## config.mk

```make
export PLATFORM = sky130hd
export DESIGN_NAME = midi_track_event_parser
export DESIGN_NICKNAME = d
export VERILOG_FILES = /design/src/rtl/core/mtep_pkg.sv /design/src/rtl/core/midi_track_event_parser.sv
export SDC_FILE = /design/constraint.sdc
export NUM_CORES = 1
export LEC_CHECK = 0
export BUFFER_PORTS_ARGS = -buffer_cell sky130_fd_sc_hd__buf_2
export CAP_MARGIN = 20
export CORE_MARGIN = 2
export CORE_UTILIZATION = 35
export CTS_CLUSTER_DIAMETER = 200
export DETAILED_ROUTE_END_ITERATION = 7
export GPL_TIMING_DRIVEN = 1
export RECOVER_POWER = 50
export SETUP_SLACK_MARGIN = 0.05
export SLEW_MARGIN = 20
export SYNTH_ARGS = -nofsm -noshare
export SYNTH_HDL_FRONTEND = slang
export SYNTH_SLANG_ARGS = --single-unit
```

## constraint.sdc

```tcl
create_clock -name aclk -period 13.44 [get_ports aclk]
set_input_delay 2.688 -clock aclk [delete_from_list [all_inputs] [get_ports aclk]]
set_output_delay 2.688 -clock aclk [all_outputs]
set_load 0.02 [all_outputs]
```

## src/rtl/core/mtep_pkg.sv

```systemverilog
package mtep_pkg;

    localparam int VLQ_MAX_BYTES = 4;
    localparam int VLQ_SEEN_W    = 3;
    localparam int VLQ_W         = 28;

    localparam logic [7:0] DATA_MASK      = 8'h7F;
    localparam logic [7:0] STATUS_BIT     = 8'h80;
    localparam logic [7:0] SYS_MASK       = 8'hF0;
    localparam logic [7:0] STAT_META      = 8'hFF;
    localparam logic [7:0] STAT_SYSEX     = 8'hF0;
    localparam logic [7:0] STAT_SYSEX_ESC = 8'hF7;
    localparam logic [7:0] META_TEMPO     = 8'h51;
    localparam logic [7:0] META_END       = 8'h2F;
    localparam logic [7:0] KIND_NOTE_OFF  = 8'h80;
    localparam logic [7:0] KIND_NOTE_ON   = 8'h90;
    localparam logic [7:0] KIND_PROGRAM   = 8'hC0;
    localparam logic [7:0] KIND_PRESSURE  = 8'hD0;
    localparam logic [7:0] CHAN_MASK      = 8'h0F;
    localparam logic [VLQ_W-1:0] TEMPO_LEN = VLQ_W'(3);

    typedef enum logic [3:0] {
        PH_DELTA      = 4'd0,
        PH_STATUS     = 4'd1,
        PH_DATA1      = 4'd2,
        PH_DATA2      = 4'd3,
        PH_META_TYPE  = 4'd4,
        PH_META_LEN   = 4'd5,
        PH_META_BODY  = 4'd6,
        PH_SYSEX_LEN  = 4'd7,
        PH_SYSEX_BODY = 4'd8,
        PH_DEAD       = 4'd9
    } phase_t;

    typedef enum logic [2:0] {
        EV_NOTE_OFF = 3'd0,
        EV_NOTE_ON  = 3'd1,
        EV_PROGRAM  = 3'd2,
        EV_TEMPO    = 3'd3,
        EV_END      = 3'd4,
        EV_ERROR    = 3'd5
    } event_kind_t;

    typedef enum logic [1:0] {
        ERR_NONE        = 2'd0,
        ERR_MALFORMED   = 2'd1,
        ERR_OVERFLOW    = 2'd2,
        ERR_UNSUPPORTED = 2'd3
    } error_code_t;

    typedef struct packed {
        logic [7:0]  data_byte;
        logic        last_of_track;
        logic [15:0] track_number;
    } in_beat_t;

    typedef struct packed {
        event_kind_t event_kind;
        error_code_t error_code;
        logic [63:0] abs_tick;
        logic [15:0] track_id;
        logic [3:0]  midi_channel;
        logic [6:0]  note_or_program;
        logic [6:0]  note_velocity;
        logic [23:0] tempo_usec;
        logic [31:0] seq_number;
        logic        track_done;
    } out_beat_t;

    // Program change and channel pressure carry one data byte, the rest two.
    function automatic logic two_data(input logic [7:0] status);
        logic [7:0] kind;
        kind = status & SYS_MASK;
        return (kind != KIND_PROGRAM) && (kind != KIND_PRESSURE);
    endfunction

endpackage

```

## src/rtl/core/midi_track_event_parser.sv

```systemverilog
// Channel | Ports                       | Beat
// input   | s_valid s_ready s_beat      | one track byte, last flag, track number
// output  | m_valid m_ready m_beat      | one parsed event, error or track end
//
// One byte per cycle while results are taken; a byte is parsed out of the input
// register and its event, if any, is written to the result register with m_valid high.
// Most bytes give no event; at most one event per byte.
// aresetn (synchronous, active low) clears the parse state and sequence count.
// A held result stalls the parse stage; the input register still takes one byte.
module midi_track_event_parser
    import mtep_pkg::*;
(
    input  logic      aclk,
    input  logic      aresetn,
    input  logic      s_valid,
    output logic      s_ready,
    input  in_beat_t  s_beat,
    output logic      m_valid,
    input  logic      m_ready,
    output out_beat_t m_beat
);

    in_beat_t  in_reg;
    logic      in_valid_reg;
    out_beat_t out_reg;
    logic      out_valid_reg;

    phase_t                  phase_reg,  phase_step;
    logic [63:0]             tick_reg,   tick_step;
    logic [VLQ_W-1:0]        vlq_reg,    vlq_step;
    logic [VLQ_SEEN_W-1:0]   seen_reg,   seen_step;
    logic [7:0]              run_reg,    run_step;
    logic [7:0]              cur_reg,    cur_step;
    logic [6:0]              first_reg,  first_step;
    logic [7:0]              meta_reg,   meta_step;
    logic [VLQ_W-1:0]        left_reg,   left_step;
    logic [23:0]             tempo_reg,  tempo_step;
    logic [31:0]             seq_reg,    seq_next;

    logic                    advance;
    logic                    fire;
    logic [7:0]              b;
    logic                    last;
    logic [VLQ_W-1:0]        vlq_shift;
    logic [VLQ_SEEN_W-1:0]   seen_inc;
    logic                    vlq_end;
    logic                    vlq_long;
    logic [64:0]             tick_sum;
    logic [7:0]              st;
    logic                    chan_fin;
    logic                    meta_fin;
    logic                    dead;
    logic [6:0]              d2;
    logic                    res_have;
    event_kind_t             res_kind;
    error_code_t             res_err;
    out_beat_t               res;

    assign advance = !out_valid_reg || m_ready;
    assign fire    = in_valid_reg && advance;
    assign s_ready = !in_valid_reg || advance;
    assign m_valid = out_valid_reg;
    assign m_beat  = out_reg;

    assign b         = in_reg.data_byte;
    assign last      = in_reg.last_of_track;
    assign vlq_shift = {vlq_reg[VLQ_W-8:0], b[6:0]};
    assign seen_inc  = seen_reg + VLQ_SEEN_W'(1);
    assign vlq_end   = !b[7];
    assign vlq_long  = b[7] && (seen_inc >= VLQ_SEEN_W'(VLQ_MAX_BYTES));
    assign tick_sum  = {1'b0, tick_reg} + {37'd0, vlq_shift};
    assign st        = b[7] ? b : run_reg;

    // Per-byte state step and result selection
    always_comb begin
        phase_step = phase_reg;
        tick_step  = tick_reg;
        vlq_step   = vlq_reg;
        seen_step  = seen_reg;
        run_step   = run_reg;
        cur_step   = cur_reg;
        first_step = first_reg;
        meta_step  = meta_reg;
        left_step  = left_reg;
        tempo_step = tempo_reg;
        res_have   = 1'b0;
        res_kind   = EV_NOTE_OFF;
        res_err    = ERR_NONE;
        d2         = '0;
        chan_fin   = 1'b0;
        meta_fin   = 1'b0;
        dead       = 1'b0;

        unique case (phase_reg)
            PH_DELTA: begin
                vlq_step  = vlq_shift;
                seen_step = seen_inc;
                if (vlq_end) begin
                    vlq_step  = '0;
                    seen_step = '0;
                    if (tick_sum[64]) begin
                        res_have   = 1'b1;
                        res_kind   = EV_ERROR;
                        res_err    = ERR_OVERFLOW;
                        phase_step = PH_DEAD;
                    end else begin
                        tick_step  = tick_sum[63:0];
                        phase_step = PH_STATUS;
                    end
                end else if (vlq_long) begin
                    res_have   = 1'b1;
                    res_kind   = EV_ERROR;
                    res_err    = ERR_MALFORMED;
                    phase_step = PH_DEAD;
                end
            end
            PH_STATUS: begin
                if (!b[7] && (!run_reg[7] || ((run_reg & SYS_MASK) == SYS_MASK))) begin
                    res_have   = 1'b1;
                    res_kind   = EV_ERROR;
                    res_err    = ERR_MALFORMED;
                    phase_step = PH_DEAD;
                end else begin
                    if (!b[7]) begin
                        first_step = b[6:0];
                    end else if ((b & SYS_MASK) != SYS_MASK) begin
                        run_step = b;
                    end
                    if (st == STAT_META) begin
                        run_step   = '0;
                        phase_step = PH_META_TYPE;
                    end else if (st == STAT_SYSEX || st == STAT_SYSEX_ESC) begin
                        run_step   = '0;
                        phase_step = PH_SYSEX_LEN;
                    end else if ((st & SYS_MASK) == SYS_MASK) begin
                        res_have   = 1'b1;
                        res_kind   = EV_ERROR;
                        res_err    = ERR_UNSUPPORTED;
                        phase_step = PH_DEAD;
                    end else begin
                        cur_step = st;
                        if (b[7]) begin
                            phase_step = PH_DATA1;
                        end else if (two_data(st)) begin
                            phase_step = PH_DATA2;
                        end else begin
                            chan_fin = 1'b1;
                        end
                    end
                end
            end
            PH_DATA1: begin
                if (b[7]) begin
                    res_have   = 1'b1;
                    res_kind   = EV_ERROR;
                    res_err    = ERR_MALFORMED;
                    phase_step = PH_DEAD;
                end else begin
                    first_step = b[6:0];
                    if (two_data(cur_reg)) begin
                        phase_step = PH_DATA2;
                    end else begin
                        chan_fin = 1'b1;
                    end
                end
            end
            PH_DATA2: begin
                if (b[7]) begin
                    res_have   = 1'b1;
                    res_kind   = EV_ERROR;
                    res_err    = ERR_MALFORMED;
                    phase_step = PH_DEAD;
                end else begin
                    d2       = b[6:0];
                    chan_fin = 1'b1;
                end
            end
            PH_META_TYPE: begin
                meta_step  = b;
                phase_step = PH_META_LEN;
            end
            PH_META_LEN: begin
                vlq_step  = vlq_shift;
                seen_step = seen_inc;
                if (vlq_end) begin
                    vlq_step   = '0;
                    seen_step  = '0;
                    tempo_step = '0;
                    left_step  = vlq_shift;
                    // a tempo meta of the wrong length is skipped like any other
                    if (meta_reg == META_TEMPO && vlq_shift != TEMPO_LEN) begin
                        meta_step = '0;
                    end
                    if (vlq_shift == '0) begin
                        meta_fin = 1'b1;
                    end else begin
                        phase_step = PH_META_BODY;
                    end
                end else if (vlq_long) begin
                    res_have   = 1'b1;
                    res_kind   = EV_ERROR;
                    res_err    = ERR_MALFORMED;
                    phase_step = PH_DEAD;
                end
            end
            PH_META_BODY: begin
                tempo_step = {tempo_reg[15:0], b};
                left_step  = left_reg - VLQ_W'(1);
                if (left_reg == VLQ_W'(1)) begin
                    meta_fin = 1'b1;
                end
            end
            PH_SYSEX_LEN: begin
                vlq_step  = vlq_shift;
                seen_step = seen_inc;
                if (vlq_end) begin
                    vlq_step   = '0;
                    seen_step  = '0;
                    left_step  = vlq_shift;
                    phase_step = (vlq_shift == '0) ? PH_DELTA : PH_SYSEX_BODY;
                end else if (vlq_long) begin
                    res_have   = 1'b1;
                    res_kind   = EV_ERROR;
                    res_err    = ERR_MALFORMED;
                    phase_step = PH_DEAD;
                end
            end
            PH_SYSEX_BODY: begin
                left_step = left_reg - VLQ_W'(1);
                if (left_reg == VLQ_W'(1)) begin
                    phase_step = PH_DELTA;
                end
            end
            default: begin
                // drop everything until the final byte of the track
                dead = 1'b1;
            end
        endcase

        if (chan_fin) begin
            phase_step = PH_DELTA;
            if ((cur_step & SYS_MASK) == KIND_NOTE_OFF) begin
                res_have = 1'b1;
                res_kind = EV_NOTE_OFF;
            end else if ((cur_step & SYS_MASK) == KIND_NOTE_ON) begin
                res_have = 1'b1;
                res_kind = (d2 != '0) ? EV_NOTE_ON : EV_NOTE_OFF;
            end else if ((cur_step & SYS_MASK) == KIND_PROGRAM) begin
                res_have = 1'b1;
                res_kind = EV_PROGRAM;
            end
        end

        if (meta_fin) begin
            if (meta_step == META_TEMPO) begin
                res_have = 1'b1;
                if (tempo_step == '0) begin
                    res_kind   = EV_ERROR;
                    res_err    = ERR_MALFORMED;
                    phase_step = PH_DEAD;
                end else begin
                    res_kind   = EV_TEMPO;
                    phase_step = PH_DELTA;
                end
            end else if (meta_step == META_END) begin
                res_have   = 1'b1;
                res_kind   = EV_END;
                phase_step = PH_DEAD;
            end else begin
                phase_step = PH_DELTA;
            end
        end

        // final byte: close cleanly only between events
        if (last && !dead && !res_have) begin
            res_have = 1'b1;
            if (phase_step == PH_DELTA && seen_step == '0) begin
                res_kind = EV_END;
            end else begin
                res_kind = EV_ERROR;
                res_err  = ERR_MALFORMED;
            end
        end

        seq_next = seq_reg + 32'(res_have && (res_kind == EV_NOTE_OFF ||
                   res_kind == EV_NOTE_ON || res_kind == EV_PROGRAM ||
                   res_kind == EV_TEMPO));
    end

    // Result beat formatting
    always_comb begin
        res                 = '0;
        res.event_kind      = res_kind;
        res.error_code      = res_err;
        res.abs_tick        = tick_step;
        res.track_id        = in_reg.track_number;
        res.seq_number      = seq_reg;
        res.track_done      = last || res_kind == EV_END || res_kind == EV_ERROR;
        unique case (res_kind)
            EV_NOTE_OFF, EV_NOTE_ON: begin
                res.midi_channel    = 4'(cur_step & CHAN_MASK);
                res.note_or_program = first_step;
                res.note_velocity   = d2;
            end
            EV_PROGRAM: begin
                res.midi_channel    = 4'(cur_step & CHAN_MASK);
                res.note_or_program = first_step;
            end
            EV_TEMPO: begin
                res.tempo_usec = tempo_step;
            end
            default: begin
            end
        endcase
    end

    always_ff @(posedge aclk) begin
        if (!aresetn) begin
            in_valid_reg  <= 1'b0;
            out_valid_reg <= 1'b0;
        end else begin
            if (s_valid && s_ready) begin
                in_valid_reg <= 1'b1;
            end else if (advance) begin
                in_valid_reg <= 1'b0;
            end
            if (advance) begin
                out_valid_reg <= fire && res_have;
            end
        end
    end

    always_ff @(posedge aclk) begin
        if (s_valid && s_ready) begin
            in_reg <= s_beat;
        end
        if (fire && res_have) begin
            out_reg <= res;
        end
    end

    always_ff @(posedge aclk) begin
        if (!aresetn) begin
            phase_reg <= PH_DELTA;
            tick_reg  <= '0;
            vlq_reg   <= '0;
            seen_reg  <= '0;
            run_reg   <= '0;
            cur_reg   <= '0;
            first_reg <= '0;
            meta_reg  <= '0;
            left_reg  <= '0;
            tempo_reg <= '0;
            seq_reg   <= '0;
        end else if (fire) begin
            seq_reg <= seq_next;
            if (last) begin
                // start the next track from a clean state
                phase_reg <= PH_DELTA;
                tick_reg  <= '0;
                vlq_reg   <= '0;
                seen_reg  <= '0;
                run_reg   <= '0;
                cur_reg   <= '0;
                first_reg <= '0;
                meta_reg  <= '0;
                left_reg  <= '0;
                tempo_reg <= '0;
            end else begin
                phase_reg <= phase_step;
                tick_reg  <= tick_step;
                vlq_reg   <= vlq_step;
                seen_reg  <= seen_step;
                run_reg   <= run_step;
                cur_reg   <= cur_step;
                first_reg <= first_step;
                meta_reg  <= meta_step;
                left_reg  <= left_step;
                tempo_reg <= tempo_step;
            end
        end
    end

endmodule
```

Yosys cells after proc, flatten, opt, wreduce, memory -nomap -nowiden. Index checks and enable logic that the tools add are counted.

Add/sub/neg operators: 4. Magnitude comparators: 1. Equal/unequal tests: 33. Mux-type cells: 134. Reduce and logical (&&, ||, !) cells: 49.

Operators with widths (count): $mux 64 (4); $mux 8 (17); $mux 4 (23); $add 64x28->65 (1); $mux 21 (3); $mux 3 (21); $mux 28 (2); $pmux 28 s2 (1); $mux 24 (2); $pmux 24 s2 (1); $mux 1 (36); $mux 7 (5); $add 32x1->32 (1); $pmux 4 s8 (1); $eq 28x1->1 const B (1); $logic_not 28->1 (1); $ne 28x2->1 const B (1); $sub 28x1->28 const B (1); $eq 4x4->1 const B (6); $eq 8x8->1 const B (3); $logic_not 24->1 (1); $mux 2 (11); $ne 4x4->1 const B (5); $eq 4x3->1 const B (4); 33 further kinds (69).

Register bits after elaboration: 394. Input bits: 29. Output and inout port bits: 162. Word-level logic and storage cells: 247.

Longest topological paths before layout. Gate-level depths: netlist (run 1).

Depth after elaboration: 24. Mapped depth: 20. Depth with buffers taken out: 18.

Worst setup path before layout (run 1). OpenSTA, ideal clock, no wires.

Path kind: input port to flip-flop. Start point: input m_ready. End point: register out_reg, in the netlist m_beat[0], enable pin. Library setup time: 0.734 ns. Data arrival time: 10.905 ns. Data required time: 12.706 ns. Slack: 1.801 ns. Cell stages on the path: 4. Buffers on the path: 1. Cell sequence: nand2b_1 > nand2_1 > clkbuf_1 > a21oi_1.

Word-level cells in the longest chain between the ends: 3.

RTL lines: start, declared (RTL line midi_track_event_parser.sv:19) `input logic m_ready,`; $logic_or 1x1->1 (RTL line midi_track_event_parser.sv:59) `assign advance = !out_valid_reg || m_ready;`; $logic_and 1x1->1 (RTL line midi_track_event_parser.sv:60) `assign fire = in_valid_reg && advance;`; $logic_and 1x1->1 (RTL line midi_track_event_parser.sv:337) `if (fire && res_have) begin`; end signal, assigned (RTL line midi_track_event_parser.sv:338) `out_reg <= res;`; end, declared (RTL line midi_track_event_parser.sv:25) `out_beat_t out_reg;`.

No other way between the ends. A chain may end at the register's enable or synchronous reset.

Worst setup path after layout (run 1).
Start point: register in_reg, in the netlist b[0]. End point: register out_reg, in the netlist m_beat[121], enable pin.

Word-level cells in the longest chain between the ends: 19. Elaborated cells between the ends (all ways): 45. Classes of those cells: 1 x add/sub; 9 x eq/ne; 29 x mux; 6 x reduce/logical.

RTL lines: start, declared (RTL line midi_track_event_parser.sv:23) `in_beat_t in_reg;`; start signal, assigned (RTL line midi_track_event_parser.sv:335) `in_reg <= s_beat;`; branches (longest 14 deep; another with $add 64x28->65); $mux 1 * (RTL line midi_track_event_parser.sv:254) `if (meta_fin) begin`; $logic_not 1->1 (RTL line midi_track_event_parser.sv:275) `if (last && !dead && !res_have) begin`; $logic_and 1x1->1 (RTL line midi_track_event_parser.sv:275); $mux 1 * (RTL line midi_track_event_parser.sv:275); $logic_and 1x1->1 * (RTL line midi_track_event_parser.sv:337).

Every way passes the cells marked *.

==> results.sh, run 1 <==
export IMPL_outcome="finished with violations"
export IMPL_violations="capacitance limit, slew limit"
export IMPL_track_usage_pct=18.7
export IMPL_htree_num_levels=2
export IMPL_synth_compound_area_share_pct=18.0
export IMPL_clockBufferDepth=3
export IMPL_path_delay_family="compound AO/OA/AOI/OAI gates"
export IMPL_cts_setup_buffers=0
export IMPL_critPathMaxStageDelay_ps=1260
export IMPL_core_um2=54800
export IMPL_avgRoutedWirePerCell_um=19.1
export IMPL_grt_pass1_vias=15600
export IMPL_layout_cells_most_common_list="241 x nor2_1, 209 x dfxtp_1, 185 x edfxtp_1, 185 x clkbuf_1, 162 x nand2_1"
export IMPL_die_area_um2=57100
export IMPL_cp_end_kind="register"
export IMPL_start_kind="register"
export IMPL_cp_cell_sequence="clkbuf_1 > ha_1 > inv_1 > fa_1 > nand2b_1 > a21oi_1 > o21ai_0 > a2111oi_0 > nor3_1 > and3b_1 > a21oi_1 > buf_4 > buf_4"
export IMPL_period_minus_slack_ps=7650
export IMPL_place_gp_congestion=0.912
export IMPL_slew_viol_final=339
export IMPL_clk_pin_slew_worst_paths_ps=60
export IMPL_max_cap_viol_count=8
export IMPL_synth_edf_count=185
export IMPL_routed_wl_um=54900
export IMPL_ys_flop_type="dfxtp_1"
export IMPL_crit_buf_inv=4
export IMPL_dp_hpwl_um=37000
export IMPL_met3_usage_pct=3.65
export IMPL_critical_path_required_ps=13630
export IMPL_crit_arrival_ps=7840
export IMPL_hp_start="in_reg[8]"
export IMPL_min_path_type="register to register"
export IMPL_fillers=5398
export IMPL_grt_max_degree=95
export IMPL_io_pins=191
export IMPL_rr_startpoint="b[0]"
export IMPL_postSynthCellCount=1995
export IMPL_area_growth_pct=14.1
export IMPL_timing_rr_end="m_beat[121]"
export IMPL_dieHeight_um=239
export IMPL_gr_usage_met1_pct=24.6
export IMPL_fin_crit_sh_pct=56.9
export IMPL_clock_sinks=394
export IMPL_setup_ws_ps=5790
export IMPL_synthTopCellsByArea="edfxtp_1 29%, dfxtp_1 22%, nor2_1 4.7%"
export IMPL_synth_cell_types=92
export IMPL_synth_top_area_cell="edfxtp_1"
export IMPL_synthesis_area_um2=19300
export IMPL_start_util_pct=35.3
export IMPL_critPathSlowestCell="a21oi_1"
export IMPL_ys_ff_latch=394
export IMPL_synth_fa_ha_area_share_pct=2.29
export IMPL_crit_cells=13
export IMPL_skew_ps=29.1
export IMPL_setup_viol=0
export IMPL_final_util_pct=40.2
export IMPL_path_class="register to register"
export IMPL_avgViaCountPerCell=5.67
export IMPL_final_common_cell="nor2_1"
export IMPL_muxShareOfSynthArea_pct=1.78
export IMPL_antenna_found_initial=1
export IMPL_num_rows=86
export IMPL_syn_avg_cell_area_um2=9.68
export IMPL_grt_busiest_layer="met2"
export IMPL_grt_overflow=0
export IMPL_final_seq_area_um2=9740
export IMPL_yosys_warnings=0
export IMPL_cts_root_buffer="clkbuf_16"
export IMPL_r2r_slack_ps=5790
export IMPL_synth_seq_area_share_pct=50.4
export IMPL_largest_reg_flops=160
export IMPL_cts_tree="built"
export IMPL_p_leak_nw=7.66
export IMPL_reg2regPathDepth=13
export IMPL_ant_nets=0
export IMPL_use_met2_pct=30.5
export IMPL_drc_errors=0
export IMPL_multi_input_area_um2=8890
export IMPL_first_pass_iters=5
export IMPL_power_density_nw_per_um2=121
export IMPL_antennaDiodeCount=0
export IMPL_crit_path_end="m_beat[121]"
export IMPL_layout_drive_gt1_share_pct=7.58
export IMPL_cp_startpoint="b[0]"
export IMPL_finalHoldViolCount=0
export IMPL_timing_fmax_mhz=131
export IMPL_cts_made_buffers=45
export IMPL_ir_drop_mv=0.109
export IMPL_die_w_um=239
export IMPL_finalSetupTns_ps=0
export IMPL_portBuffers=190
export IMPL_synth_simple_gate_area_share_pct=19.9
export IMPL_place_ws_ps=7270
export IMPL_cts_resized=0
export IMPL_tightest_slew_ps=4510
export IMPL_grt_pass1_wl_um=85800
export IMPL_slew_headroom_pct=-200
export IMPL_clock_latency_ps=580
export IMPL_synth_top_family_by_area="simple AND/OR/NAND/NOR gates"
export IMPL_async_reset_ff_share_pct=0
export IMPL_synth_top_area_share_pct=28.8
export IMPL_drtIter0Drc=1634
export IMPL_synth_xor_area_share_pct=4.26
export IMPL_synth_nets=2058
export IMPL_vias=16300
export IMPL_cp_max_fo=77
export IMPL_min_delay_path_depth=0
export IMPL_hold_worst_slack_ps=411
export IMPL_fin_nets=2191
export IMPL_cts_hold_buffers_added=0
export IMPL_rsz0062_at_grt="no"
==> layout make-up <==
type	instances	area share [%]
clock buffers	64	5.72
clock inverters	19	0.994
inverters	27	0.466
multi-input cells	1441	40.4
flip-flops and latches	394	44.2
well taps	704	4.00
repair buffers	219	4.24
==> worst min-delay path by stage <==
stage | end | slack, ps
after detailed placement | m_beat[88] | 400
after global placement | m_beat[78] | 400
final | m_beat[83] | 410
after floorplan | m_beat[75] | 400
after global routing | m_beat[85] | 420
after CTS | m_beat[83] | 410
==> cell usage after synthesis (30+ instances only) <==
master	number
nand2_1	163
or3_1	30
xnor2_1	47
nand3_1	93
ha_1	33
a22oi_1	91
dfxtp_1	209
xor2_1	47
nor3_1	47
nand4_1	37
o21ai_0	59
a21oi_1	137
clkbuf_1	103
nor2_1	242
o211ai_1	33
edfxtp_1	185
==> cell families (layout without fill, tap and decap cells) <==
logic type / after synthesis / count (layout)
compound gates: 507 / 507
xor+xnor: 94 / 94
fa+ha+maj: 35 / 35
buf+inv: 160 / 329
flops: 394 / 394
mux: 32 / 32
simple gates: 773 / 773
==> stage by stage <==
| step | instances | instance area, um^2 | power [mW] |
|---|---|---|---|
| after CTS | 2868 | 22300 | 2.71 |
| after floorplan | 1995 | 19300 | 1.41 |
| after global placement | 2785 | 20900 | 1.46 |
| final | 2868 | 22000 | 2.67 |
| after detailed placement | 2785 | 20900 | 1.46 |
| after global routing | 2868 | 22000 | 2.76 |
==> power by group <==
group	leakage (nW)	internal [mW]	switching (mW)
logic	3.39	0.0370	0.113
registers	3.56	1.27	0.0105
clock network	0.706	0.732	0.504
==> metal layers <==
layer | vias up | wire length, um | share of wire [%]
met3 | 100 | 3600 | 6.6
met2 | 553 | 26000 | 47
li1 | 7696 | - | -
met5 | - | 13 | 0.024
met4 | 2 | 1480 | 2.7
met1 | 7907 | 23800 | 43
Note: power is estimated with default switching activity, not from simulation.
==> run 2: changes to the inputs <==
==> constraint.sdc (replaced) <==
create_clock -name aclk -period 7.7 [get_ports aclk]
set_input_delay 1.54 -clock aclk [delete_from_list [all_inputs] [get_ports aclk]]
set_output_delay 1.54 -clock aclk [all_outputs]
set_load 0.02 [all_outputs]
==> run 2 against run 1 <==
Compared with the run above: the run still ends with capacitance limit, slew limit left; utilization is 0.40 points higher; cell count is 0.10% higher; setup slack worse by 4000 ps; combinational power increased by 77%; sequential power rose by 75%; clock-buffer cell count rose by 8; sequential cell count stayed put; worst hold slack improved by 0.55 ps; global-route usage rose by 0.14 points; via count shrank 0.86%; clock skew is 8.3 ps higher; cell area up 0.99%.
==> results.sh, run 2 (same netlist as run 1, synthesis figures left out) <==
export IMPL_skew_ps=37.3
export IMPL_fin_crit_sh_pct=76.3
export IMPL_antenna_found_initial=2
export IMPL_cts_hold_buffers_added=0
export IMPL_final_util_pct=40.6
export IMPL_critPathMaxStageDelay_ps=820
export IMPL_critical_path_required_ps=8180
export IMPL_cp_end_kind="register"
export IMPL_cp_max_fo=18
export IMPL_setup_viol=0
export IMPL_core_um2=54800
export IMPL_dp_cells=2783
export IMPL_period_minus_slack_ps=5880
export IMPL_grt_max_degree=80
export IMPL_die_area_um2=57100
export IMPL_violations="capacitance limit, slew limit"
export IMPL_p_leak_nw=7.76
export IMPL_final_cells=2871
export IMPL_ir_drop_mv=0.148
export IMPL_grt_pass1_wl_um=85600
export IMPL_clockBufferDepth=3
export IMPL_cp_cell_sequence="clkbuf_1 > ha_1 > inv_1 > fa_1 > nand2b_1 > a21oi_1 > o21ai_0 > a2111oi_4 > nor3_2 > and3b_4 > a21oi_1 > ha_1 > and3_1 > nand3_1 > nor4_1 > nand3_1 > or3_1 > a21oi_1"
export IMPL_clock_sinks=394
export IMPL_final_common_cell="nor2_1"
export IMPL_routed_wl_um=55500
export IMPL_grt_pass1_vias=15400
export IMPL_htree_num_levels=2
export IMPL_use_met2_pct=30.5
export IMPL_cp_common_cell="a21oi_1"
export IMPL_io_pins=191
export IMPL_gr_usage_met1_pct=24.8
export IMPL_slew_headroom_pct=-128
export IMPL_cts_root_buffer="clkbuf_16"
export IMPL_avgViaCountPerCell=5.61
export IMPL_vias=16100
export IMPL_max_cap_viol_count=6
export IMPL_avgRoutedWirePerCell_um=19.3
export IMPL_outcome="finished with violations"
export IMPL_rsz0062_at_grt="no"
export IMPL_hold_worst_slack_ps=412
export IMPL_tightest_slew_ps=3430
export IMPL_num_rows=86
export IMPL_crit_arrival_ps=6350
export IMPL_start_kind="register"
export IMPL_area_growth_pct=15.2
export IMPL_portBuffers=190
export IMPL_slew_viol_final=249
export IMPL_min_path_type="register to register"
export IMPL_cts_resized=0
export IMPL_critPathSlowestCell="clkbuf_1"
export IMPL_path_delay_family="simple AND/OR/NAND/NOR gates"
export IMPL_finalHoldViolCount=0
export IMPL_die_w_um=239
export IMPL_cts_made_buffers=47
export IMPL_cts_setup_buffers=0
export IMPL_path_class="register to register"
export IMPL_finalSetupTns_ps=0
export IMPL_timing_fmax_mhz=170
export IMPL_drtIter0Drc=1566
export IMPL_start_util_pct=35.3
export IMPL_power_density_nw_per_um2=218
export IMPL_antennaDiodeCount=0
export IMPL_met3_usage_pct=4.19
export IMPL_layout_drive_gt1_share_pct=8.40
export IMPL_place_gp_congestion=0.901
export IMPL_cts_tree="built"
export IMPL_clock_latency_ps=600
export IMPL_dp_hpwl_um=38000
export IMPL_layout_cells_most_common_list="242 x nor2_1, 209 x dfxtp_1, 185 x edfxtp_1"
export IMPL_drc_errors=0
export IMPL_fin_nets=2191
export IMPL_ant_nets=0
export IMPL_first_pass_iters=6
export IMPL_largest_reg_flops=160
export IMPL_grt_busiest_layer="met2"
export IMPL_track_usage_pct=18.8
export IMPL_crit_buf_inv=2
export IMPL_grt_overflow=0
export IMPL_clk_pin_slew_worst_paths_ps=60
export IMPL_dieHeight_um=239
-- run 2: cell types whose count changed in the layout (fill, tap and decap cells not counted), sizes merged --
cell / previous run / this run
buf: 49 / 50
bufinv: 4 / 5
clkbuf: 234 / 239
clkinv: 10 / 8
clkinvlp: 5 / 2
inv: 27 / 28
-- run 2: path summary, 6_finish.rpt --
check                           cells after the start      start  slack (ps)     endpoint
worst min-delay path                                0  in_reg[5]         410   m_beat[80]
worst max-delay path                               18       b[0]        1820  seq_reg[31]
worst max register to register                     18       b[0]        1820  seq_reg[31]
worst min register to register                      0  in_reg[5]         410   m_beat[80]
-- run 2: report_power, final --
| group | leakage [nW] | internal [mW] | switching [mW] |
|---|---|---|---|
| clock network | 0.803 | 1.44 | 0.898 |
| logic | 3.40 | 0.0656 | 0.199 |
| registers | 3.56 | 2.22 | 0.0172 |
| total | 7.76 | 3.73 | 1.12 |
-- run 2: stage by stage --
stage / setup slack (ps) / power, mW / instance area (um^2)
3_3_place_gp: 2320 / 2.55 / 20900
2_1_floorplan: 309 / 2.46 / 19300
3_5_place_dp: 2170 / 2.55 / 20900
6_report: 1820 / 4.84 / 22200
4_1_cts: 2160 / 4.91 / 22500
5_1_grt: 1120 / 5.01 / 22200
-- run 2: per-layer routing --
layer  routed length (um)  part of all wire [%]
met5                   27                 0.049
met4                 1510                   2.7
met3                 3980                   7.2
met2                26000                    47
met1                24000                    43
-- run 2: final cells by class --
class,instances,area [um^2]
clock inverter,16,235
timing repair buffer,217,932
fill,5396,32500
multi-input combinational,1441,8940
clock buffer,72,1410
tap,704,881
inverter,27,103
sequential,394,9740
